`src/rtl/wbrm_ram.sv`:
```
// Generic single-write, single-read RAM with registered read data.
`default_nettype none
module wbrm_ram #(
  parameter int WIDTH = 8,
  parameter int DEPTH = 16,
  parameter int AW    = (DEPTH > 1) ? $clog2(DEPTH) : 1
) (
  input  wire logic             clk,
  input  wire logic             we,
  input  wire logic [AW-1:0]    waddr,
  input  wire logic [WIDTH-1:0] wdata,
  input  wire logic [AW-1:0]    raddr,
  output logic      [WIDTH-1:0] rdata
);

  logic [WIDTH-1:0] mem [DEPTH];

  always_ff @(posedge clk) begin
    if (we) begin
      mem[waddr] <= wdata;
    end
    rdata <= mem[raddr];
  end

endmodule
`default_nettype wire

```
`config.mk`:
```
export PLATFORM = sky130hd
export DESIGN_NAME = wbrm_ram
export DESIGN_NICKNAME = d
export VERILOG_FILES = /design/src/rtl/wbrm_ram.sv
export SDC_FILE = /design/constraint.sdc
export NUM_CORES = 1
export LEC_CHECK = 0
export BUFFER_PORTS_ARGS = -buffer_cell sky130_fd_sc_hd__buf_2
export CAP_MARGIN = 10
export CORE_MARGIN = 2
export CORE_UTILIZATION = 65
export DETAILED_ROUTE_END_ITERATION = 6
export PLACE_DENSITY = 0.84
export SLEW_MARGIN = 20
export SYNTH_ARGS = -nofsm -noshare
export SYNTH_HDL_FRONTEND = slang
export SYNTH_SLANG_ARGS = --single-unit
```
`constraint.sdc`:
```
create_clock -name clk -period 5.1 [get_ports clk]
set_clock_uncertainty 0.15 [all_clocks]
set_input_delay 0.255 -clock clk [delete_from_list [all_inputs] [get_ports clk]]
set_output_delay 0.255 -clock clk [all_outputs]
set_load 0.02 [all_outputs]
```
==> results of run 1 <==
-- Yosys cell counts --
cell / count
a22oi_1: 16
and2_1: 1
and2b_1: 1
buf_2: 3
buf_4: 1
buf_6: 3
clkdlybuf4s25_2: 3
dfxtp_1: 8
edfxtp_1: 128
mux4_1: 14
mux4_2: 18
nand2_1: 9
nand2b_1: 2
nand3_1: 1
nand3b_1: 2
nor2_1: 13
nor2b_1: 1
nor3_1: 4
or3b_2: 1
-- where the power goes --
| group | switching, mW | internal [mW] |
|---|---|---|
| clock | 0.412 | 0.729 |
| combinational | 0.0742 | 0.0488 |
| sequential | 0.00883 | 1.25 |
-- sequential cells by signal, indices dropped and copies added, names as in the netlist --
signal / cells
rdata: 8
mem: 128
-- cell type report --
cell class | instances | area, sq um | area share
flip-flops and latches | 136 | 4004 | 0.6689
repair buffers | 35 | 220.2 | 0.03679
clock inverters | 9 | 100.1 | 0.01672
well taps | 102 | 127.6 | 0.02132
multi-input cells | 83 | 1067 | 0.1783
clock buffers | 23 | 466.7 | 0.07797
-- layer usage --
metal | wire length [microns] | up-vias | track usage | share of wire
li1 | - | 1059 | - | -
met1 | 3675 | 1254 | 0.3658 | 0.37
met2 | 4983 | 177 | 0.3937 | 0.50
met3 | 988 | 23 | 0.05802 | 0.10
met4 | 222 | 0 | 0.1250 | 0.022
met5 | 0 | - | 0 | 0
-- repair_timing --
item                      in CTS  in global routing
hold endpoints to repair     128                  0
setup buffers                  0                  0
hold buffers                   8                  0
-- critical path, stage by stage --
cell and delay [ps]:
buf_2 770, mux4_1 680, a22oi_1 310, nand2_1 130
-- cells by family after synthesis --
family | Yosys count | synth area share
muxes | 32 | 0.1502
AOI/OAI and AO/OA | 16 | 0.02334
DFF | 136 | 0.7778
and+or+nand+nor | 35 | 0.03184
buffers and inverters | 10 | 0.01677
-- through the flow --
stage,hold slack (ps),power (mW)
2_1_floorplan,203.9,1.351
3_3_place_gp,489.3,1.391
3_5_place_dp,504.4,1.397
4_1_cts,83.10,2.536
5_1_grt,104.7,2.593
6_report,104.7,2.524
-- worst min-delay path by stage --
stage                          endpoint  slack, ps  cells past startpoint
detailed placement  mem[6][2]$_DFFE_PP_        500                      1
floorplan           mem[0][0]$_DFFE_PP_        200                      0
global route        mem[0][4]$_DFFE_PP_        100                      2
CTS                 mem[0][4]$_DFFE_PP_         80                      2
global placement    mem[4][3]$_DFFE_PP_        490                      1
finish              mem[0][4]$_DFFE_PP_        100                      2
==> run metrics, run 1 <==
FF-to-FF End=rdata[3]$_DFF_P_; Slew Viols, Final=0; I/O pin count=26; synthesis-to-finish area growth=16.29%; post-DP HPWL=~5700 microns; CTS Root Buffer Type=clkbuf_8; gpl congestion=between 0.7 and 0.8; routed wire length=between 9000 and 10000 microns; Ys Warns=0; DP Cell Count=roughly 350; GRT Util Overall=0.2585; die area=between 0.008 and 0.009 sq mm; fin crit share=0.3827; post-route cell area=approximately 0.006 sq mm; most common cell after layout, fill and taps aside=edfxtp_1; CTS tree=done; first-pass GRT wire length=15160 microns; H-tree levels=4; setup TNS=0 ps; TritonCTS Sinks=around 140; Syn Area/Cell=roughly 22 sq um; fill count=414; CTS Buf Count=17; Setup crit end=rdata[3]$_DFF_P_; Antenna Cells=0; Synth Register Bits=roughly 140; Max IR drop VDD=0.0002787 V; grt ovf=0; r2r worst-path depth=3; CP max FO=32; clock slew at reported path FFs=roughly 60 ps; WL/cell=25.44 microns; largest net degree at the start of global routing=33; die width=approximately 93 microns; dominant cells by area after synthesis=edfxtp_1 75%, mux4_2 7.9%, mux4_1 7.1%; Max Cap Violations=0; Worst EP arrival=2180 ps; R2R Setup Slk=3470 ps; starting density of the core=0.6696; CP startpoint=raddr[0]; LEAKAGE=slightly above 2 nW; post-layout util=0.7786; CP Class=primary input to register; Iter 0 DRT Violations=about 430; CP required=between 5000 and 6000 ps; Hold Crit Class=primary input to register; Site Rows=32; max_slew headroom=0.3054; number of distinct library cells after synthesis=19; Avg Vias per Cell=between 6 and 7; Synth top area share=0.7467; IO buf count=25; actual slew at the worst max-slew pin=between 1000 and 1500 ps; core area=0.007687 sq mm; reg2reg start=mem[3][3]$_DFFE_PP_; Cell Pwr Density=around 420 mW/mm^2; Die H=about 93 microns; DR pass1 iterations=6; initial antenna violation count=0; final setup margin=between 3000 and 4000 ps; DP Worst Slack=~2700 ps; Routed Antenna Nets=0; DRC viols=0; RSZ-0062 raised after global routing=false; Mapped Area=just over 0.005 sq mm; Final Critical Period=a little under 2000 ps; Longest Clk Path Bufs=2; clk_lat worst skew=about 500 ps; Hold Startpoint=waddr[1]; endpoints failing hold=0; post-CTS sizing=0; status=finished, final reports clean; placed instance area=0.005339 sq mm; Final setup viols=0; Critical Path Start Type=primary input; vias in the first global route=between 2000 and 3000; f_max=between 500 and 600 MHz; nets@finish=about 290; Yosys top cell by area=edfxtp_1; final std cells w/o fill=between 300 and 400; CP Capture Type=register; DR vias=around 2500; most frequent cells in the layout=128 x edfxtp_1, 25 x buf_2, 18 x mux4_2; sequential area share after synthesis=0.7778; Mapped Cells=229; syn nets=247; share of layout cells above drive strength 1=0.2692
No activity file was read; power rests on OpenSTA's default activity.
==> inputs of run 2 (changes only) <==
--- a/config.mk
+++ b/config.mk
@@ -8,9 +8,9 @@
 export BUFFER_PORTS_ARGS = -buffer_cell sky130_fd_sc_hd__buf_2
 export CAP_MARGIN = 10
 export CORE_MARGIN = 2
-export CORE_UTILIZATION = 65
+export CORE_UTILIZATION = 60
 export DETAILED_ROUTE_END_ITERATION = 6
-export PLACE_DENSITY = 0.84
+export PLACE_DENSITY = 0.78
 export SLEW_MARGIN = 20
 export SYNTH_ARGS = -nofsm -noshare
 export SYNTH_HDL_FRONTEND = slang
==> constraint.sdc (replaced) <==
create_clock -name clk -period 1.84 [get_ports clk]
set_clock_uncertainty 0.15 [all_clocks]
set_input_delay 0.092 -clock clk [delete_from_list [all_inputs] [get_ports clk]]
set_output_delay 0.092 -clock clk [all_outputs]
set_load 0.02 [all_outputs]
==> run 2 against run 1 <==
Effect of this change: critical path depth grew 2; clock power rose to 3.0 times the previous value; die area is 8.0% higher; wire length is 4.9% higher; first-iteration DRC count shrank 42%; critical endpoint is now rdata[5]$_DFF_P_; largest power group unchanged; sequential cell count did not move; largest cell class unchanged; total power increased to 2.9 times the previous value.
==> run metrics, run 2 (synthesis gave the netlist of run 1 again) <==
status=finished, final reports clean; DRC viols=0 (unchanged); CTS Root Buffer Type=clkbuf_8; Longest Clk Path Bufs=2 (unchanged); post-route cell area=0.006236 sq mm (+4.2%); reg2reg start=mem[1][1]$_DFFE_PP_; grt ovf=0 (unchanged); DR vias=2597 (+3.3%); RSZ-0062 raised after global routing=false; Final Power=7.256 mW (+190%); I/O pin count=26 (unchanged); Comb pwr share=0.051 (+0.002); H-tree levels=4 (unchanged); Antenna Cells=0 (unchanged); post-layout util=0.7552 (-0.02349); CP max FO=21 (-34%); Iter 0 DRT Violations=245 (-42%); gpl congestion=0.8071 (+9.3%); most common cell after layout, fill and taps aside=edfxtp_1; final std cells w/o fill=416 (+7.2%); CP cell instances=dlygate4sd3_1 -> buf_2 -> buf_12 -> mux4_1 -> a22oi_1 -> nand2_1; Largest register FFs=128 (unchanged); CP Class=primary input to register; TritonCTS Sinks=136 (unchanged); Reg power frac=0.481 (-0.018); nets@finish=316 (+8.6%); hold depth=3 (+1); Avg Vias per Cell=6.243 (-3.6%); hold endpoint=mem[5][0]$_DFFE_PP_; Top reg by flops=mem; clock slew at reported path FFs=60 ps (about the same); starting density of the core=0.6233 (-0.04626); critical path's slowest cell=mux4_1; Max Cap Violations=0 (unchanged); CTS tree=done; CP Capture Type=register; die area=0.009336 sq mm (+8.0%); Worst EP arrival=2020 ps (-160 ps); actual slew at the worst max-slew pin=426.1 ps (-615.7 ps); top flop regs=mem (128), rdata (8); first-pass GRT wire length=15950 microns (+5.2%); placed instance area=0.005500 sq mm (+3.0%); FF-to-FF End=rdata[1]$_DFF_P_; setup TNS=0 ps (unchanged); core area=0.008258 sq mm (+7.4%); largest net degree at the start of global routing=22 (-33%); # Post-CTS Setup Buffers=0 (unchanged); clk_lat worst skew=520 ps (+20 ps); share of layout cells above drive strength 1=0.2990 (+0.02980); Die H=96.63 microns (+3.9%); initial antenna violation count=0 (unchanged); Final Critical Period=between 1500 and 2000 ps; Cell Pwr Density=1164 mW/mm^2 (+180%); Site Rows=33 (+3.1%); f_max=~570 MHz; Critical Path Start Type=primary input; R2R Setup Slk=260 ps (-3210 ps); internal power=5.849 mW (+190%); post-DP HPWL=5979 microns (+4.8%); DP Cell Count=370 (+6.3%); crit-path max cell delay=610 ps (-160 ps); switch share=0.1940 (-0.002133); fin crit share=0.9596; endpoints failing hold=0 (unchanged); WL/cell=24.88 microns (-2.2%); CTS Buf Count=17 (unchanged); die width=96.63 microns (+3.9%); Routed Antenna Nets=0 (unchanged); most frequent cells in the layout=128 x edfxtp_1, 25 x buf_2, 19 x buf_4; Final setup viols=0 (unchanged); synthesis-to-finish area growth=21.15%; CP required=2090 ps (-3230 ps); LEAKAGE=2.169 nW (+7.5%); Hold Crit Class=primary input to register; DR pass1 iterations=5 (-1); routed wire length=10350 microns (+4.9%); clock share of power=0.469 (+0.017); GRT Util Overall=0.2409 (-0.01764); IO buf count=25 (unchanged); max_slew headroom=0.7159 (+0.4105); Hold Startpoint=waddr[2]; r2r worst-path depth=3 (unchanged); Slew Viols, Final=0 (unchanged); P_sw=1.408 mW (+180%); vias in the first global route=2702 (+2.3%); Max IR drop VDD=0.0007548 V (+170%)
[run 2: cell types whose count changed in the layout (fill, tap and decap cells not counted)]
cell	previous run	this run
nor3_1	2	4
buf_12	0	2
clkbuf_8	4	2
clkbuf_1	3	4
nor3_2	2	0
bufinv_16	2	4
clkinvlp_4	2	1
dlygate4sd3_1	8	14
buf_4	2	19
[run 2: power by group through the flow]
stage | Clock [mW] | Sequential (mW) | Combinational (mW)
after global placement | 0 | 3.55 | 0.332
after floorplan | 0 | 3.57 | 0.176
after CTS | 3.44 | 3.49 | 0.369
final | 3.40 | 3.49 | 0.368
after detailed placement | 0 | 3.55 | 0.341
after global routing | 3.58 | 3.49 | 0.395
[run 2: layout make-up]
class	count	area, sq um
multi-input combinational	83	1057
tap	105	131.4
timing repair buffer	60	447.9
fill	448	2022
clock inverter	10	152.6
clock buffer	22	442.9
sequential	136	4004
[run 2: repair_timing]
item	4_1_cts	5_1_grt
hold buffers	14	0
resized for setup	0	0
endpoints found under the hold margin	157	0
[run 2: worst max path at each step]
stage                     startpoint                  end  slack, ps  cells after the start
after floorplan             waddr[2]  mem[0][0]$_DFFE_PP_        110                      2
after global placement      raddr[0]     rdata[3]$_DFF_P_        160                      5
after detailed placement    raddr[0]     rdata[3]$_DFF_P_        160                      5
after CTS                   raddr[0]     rdata[5]$_DFF_P_         90                      6
after global routing        raddr[0]     rdata[1]$_DFF_P_         30                      6
final                       raddr[0]     rdata[5]$_DFF_P_         70                      6
[run 2: layer usage]
metal	vias to the layer above	part of all wire	GRT usage
met2	150	0.50	0.3659
li1	1114	-	-
met3	29	0.086	0.06864
met4	0	0.024	0.1094
met1	1304	0.39	0.3309
met5	-	0	0
[run 2: worst max-delay path: cells and delay by family]
kind            cells  cell delay [ps]
buf+inv             3              890
mux                 1              610
compound gates      1              310
simple gates        1               80
[run 2: stage by stage]
stage,setup WS [ps],hold slack [ps]
CTS,90.03,2.144
global placement,155.0,321.2
detailed placement,158.3,333.1
global route,26.51,30.21
finish,74.37,20.11
floorplan,105.1,40.87
==> inputs of run 3 (changes only) <==
--- a/config.mk
+++ b/config.mk
@@ -5,12 +5,13 @@
 export SDC_FILE = /design/constraint.sdc
 export NUM_CORES = 1
 export LEC_CHECK = 0
+export ABC_AREA = 1
 export BUFFER_PORTS_ARGS = -buffer_cell sky130_fd_sc_hd__buf_2
 export CAP_MARGIN = 10
 export CORE_MARGIN = 2
-export CORE_UTILIZATION = 60
+export CORE_UTILIZATION = 61
 export DETAILED_ROUTE_END_ITERATION = 6
-export PLACE_DENSITY = 0.78
+export PLACE_DENSITY = 0.79
 export SLEW_MARGIN = 20
 export SYNTH_ARGS = -nofsm -noshare
 export SYNTH_HDL_FRONTEND = slang
==> run 3 against run 2 <==
Effect of this change: largest cell class unchanged; worst hold slack improved by 16 ps; core utilization fell by 1.9 points; die area increased by 9.8%; wire length rose by 30%; clock power decreased by 2%; critical path type is now register to register; sequential cell count is the same.
==> run metrics, run 3 <==
CP max FO=1 (-95%); Cell Pwr Density=1078 mW/mm^2 (-7.4%); Max Cap Violations=0 (unchanged); max_slew headroom=0.5780 (-0.1379); TritonCTS Sinks=136 (unchanged); post-layout util=0.7359 (-0.01923); R2R Setup Slk=210 ps (-50 ps); Post-synth EDFFs=128 (unchanged); Top reg by flops=mem; Syn Area/Cell=10.47 sq um (-53%); CP Class=register to register; DRC viols=0 (unchanged); LEAKAGE=2.970 nW (+37%); f_max=612.2 MHz (+8.1%); Max IR drop VDD=0.0007367 V (-2.4%); Routed Antenna Nets=0 (unchanged); clk_lat worst skew=520 ps (about the same); GRT Util Overall=0.2806 (+0.03976); synthesis-to-finish area growth=17.36%; share of layout cells above drive strength 1=0.1195 (-0.1795); Slew Viols, Final=0 (unchanged); I/O pin count=26 (unchanged); vias in the first global route=3950 (+46%); main combinational cell family by area after synthesis=simple AND/OR/NAND/NOR gates; syn nets=569 (+130%); RSZ-0062 raised after global routing=false; endpoints failing hold=0 (unchanged); Compound-Gate Fraction of Synth Area=0 (-0.02333); DR vias=4049 (+56%); status=finished, final reports clean; post-synthesis mux area share=0 (-0.1502); clock slew at reported path FFs=60 ps (about the same); CTS tree=done; largest net degree at the start of global routing=41 (+86%); dominant cells by area after synthesis=edfxtp_1 67%, nand2_1 11%, nand3_1 8.4%; Ys Warns=0 (unchanged); Die H=101.2 microns (+4.8%); Largest register FFs=128 (unchanged); post-DP HPWL=7923 microns (+33%); FF-to-FF End=rdata[3]$_DFF_P_; CP Capture Type=register; sequential area share after synthesis=0.6943 (-0.08354); r2r worst-path depth=7 (+4); most common cell after layout, fill and taps aside=nand2_1; actual slew at the worst max-slew pin=630.6 ps (+204.5 ps); Synth Register Bits=136 (unchanged); Hold Crit Class=primary input to register; CTS Buf Count=17 (unchanged); CTS Root Buffer Type=clkbuf_8; simple-gate share of the synthesized area=0.2105 (+0.1786); Final Power=7.295 mW (+0.54%); Worst EP arrival=1890 ps (-130 ps); Iter 0 DRT Violations=521 (+110%); Setup crit end=rdata[3]$_DFF_P_; Final setup viols=0 (unchanged); nets@finish=625 (+98%); number of distinct library cells after synthesis=12 (-7); Mapped Cells=551 (+140%); H-tree levels=4 (unchanged); routed wire length=13450 microns (+30%); grt ovf=0 (unchanged); top flop regs=mem (128), rdata (8); DR pass1 iterations=6 (+1); DP Cell Count=683 (+85%); die area=0.01025 sq mm (+9.8%); adder-cell share of the synthesized area=0 (unchanged); count leader, synth=nand2_1; asr flop ratio synth=0 (unchanged); Antenna Cells=0 (unchanged); gpl congestion=0.9000 (+12%); initial antenna violation count=0 (unchanged); IO buf count=25 (unchanged); starting density of the core=0.6271 (+0.003741); Final Critical Period=1634 ps (-132.1 ps); Longest Clk Path Bufs=2 (unchanged); Site Rows=35 (+6.1%); first-pass GRT wire length=20560 microns (+29%); Yosys top cell by area=edfxtp_1; setup TNS=0 ps (unchanged); Main synth FF type=edfxtp_1; reg2reg start=mem[9][3]$_DFFE_PP_; XOR/XNOR share of the synthesized area=0 (unchanged); CP required=2100 ps (about the same); core area=0.009196 sq mm (+11%); die width=101.2 microns (+4.8%); CP startpoint=mem[9][3]$_DFFE_PP_; Mapped Area=0.005767 sq mm (+12%); most frequent cells in the layout=173 x nand2_1, 128 x edfxtp_1, 99 x inv_1; top post-synthesis cells by count=173 x nand2_1, 128 x edfxtp_1, 100 x inv_1; fill count=582 (+30%); Critical Path Start Type=register; final std cells w/o fill=730 (+75%); Avg Vias per Cell=5.547 (-11%); Synth top area share=0.6665 (-0.08020); fin crit share=0.8878 (-0.07178); WL/cell=18.42 microns (-26%)
run 3: worst min path at each step:
stage	from	endpoint	slack [ps]	cells after the start
6_report	waddr[0]	mem[1][1]$_DFFE_PP_	40	3
3_3_place_gp	raddr[3]	rdata[0]$_DFF_P_	300	3
2_1_floorplan	wdata[0]	mem[0][0]$_DFFE_PP_	40	0
4_1_cts	waddr[0]	mem[1][1]$_DFFE_PP_	20	3
3_5_place_dp	raddr[3]	rdata[3]$_DFF_P_	310	3
5_1_grt	waddr[0]	mem[1][0]$_DFFE_PP_	90	3
run 3: per-stage QoR:
step | worst slack [ps] | hold slack, ps | instance area, sq um
3_3_place_gp | 396.7 | 300.9 | 6027
6_report | 206.4 | 36.03 | 6768
2_1_floorplan | 647.2 | 40.87 | 5767
4_1_cts | 25.02 | 22.71 | 6756
3_5_place_dp | 395.7 | 314.8 | 6027
5_1_grt | 129.0 | 88.55 | 6768
run 3: logic make-up (layout without fill, tap and decap cells):
logic type             count (synthesis)  in the layout
buffers and inverters                126            194
flip-flops                           136            136
AND/OR/NAND/NOR                      289            289
run 3: what timing repair did:
item	4_1_cts	5_1_grt
setup buffers	0	1
hold endpoints to repair	139	0
hold buffers	15	0
setup endpoints to repair	0	1
resized for setup	0	1
run 3: worst max-delay path, cell delays in order, from the launching register on:
cell	delay [ps]
edfxtp_1	370
inv_1	70
nand2_1	70
nand3_1	120
nand3_1	80
nand3_1	70
dlygate4sd3_1	550
nand2_1	50
run 3: metal layers:
layer  global-route usage  wire [microns]  vias to the layer above
li1                     -               -                     1888
met5                    0               0                        -
met4               0.1663             523                        0
met3              0.06004            1227                       49
met1               0.3645            5186                     1867
met2               0.4401            6512                      245
run 3: area by class of cell:
type / count / area [sq um] / area share
Multi-Input combinational cell: 289 / 1214 / 0.1793
Timing Repair Buffer: 61 / 445.4 / 0.06582
Clock buffer: 19 / 421.7 / 0.06230
Inverter: 102 / 386.6 / 0.05713
Sequential cell: 136 / 4004 / 0.5916
Tap cell: 111 / 138.9 / 0.02052
Clock inverter: 12 / 157.7 / 0.02329
run 3: where the power goes:
part / total (mW) / switching (mW) / internal (mW) / leakage, nW
combinational: 0.470 / 0.326 / 0.145 / 1.46
clock: 3.33 / 1.17 / 2.16 / 0.281
sequential: 3.49 / 0.0268 / 3.47 / 1.22
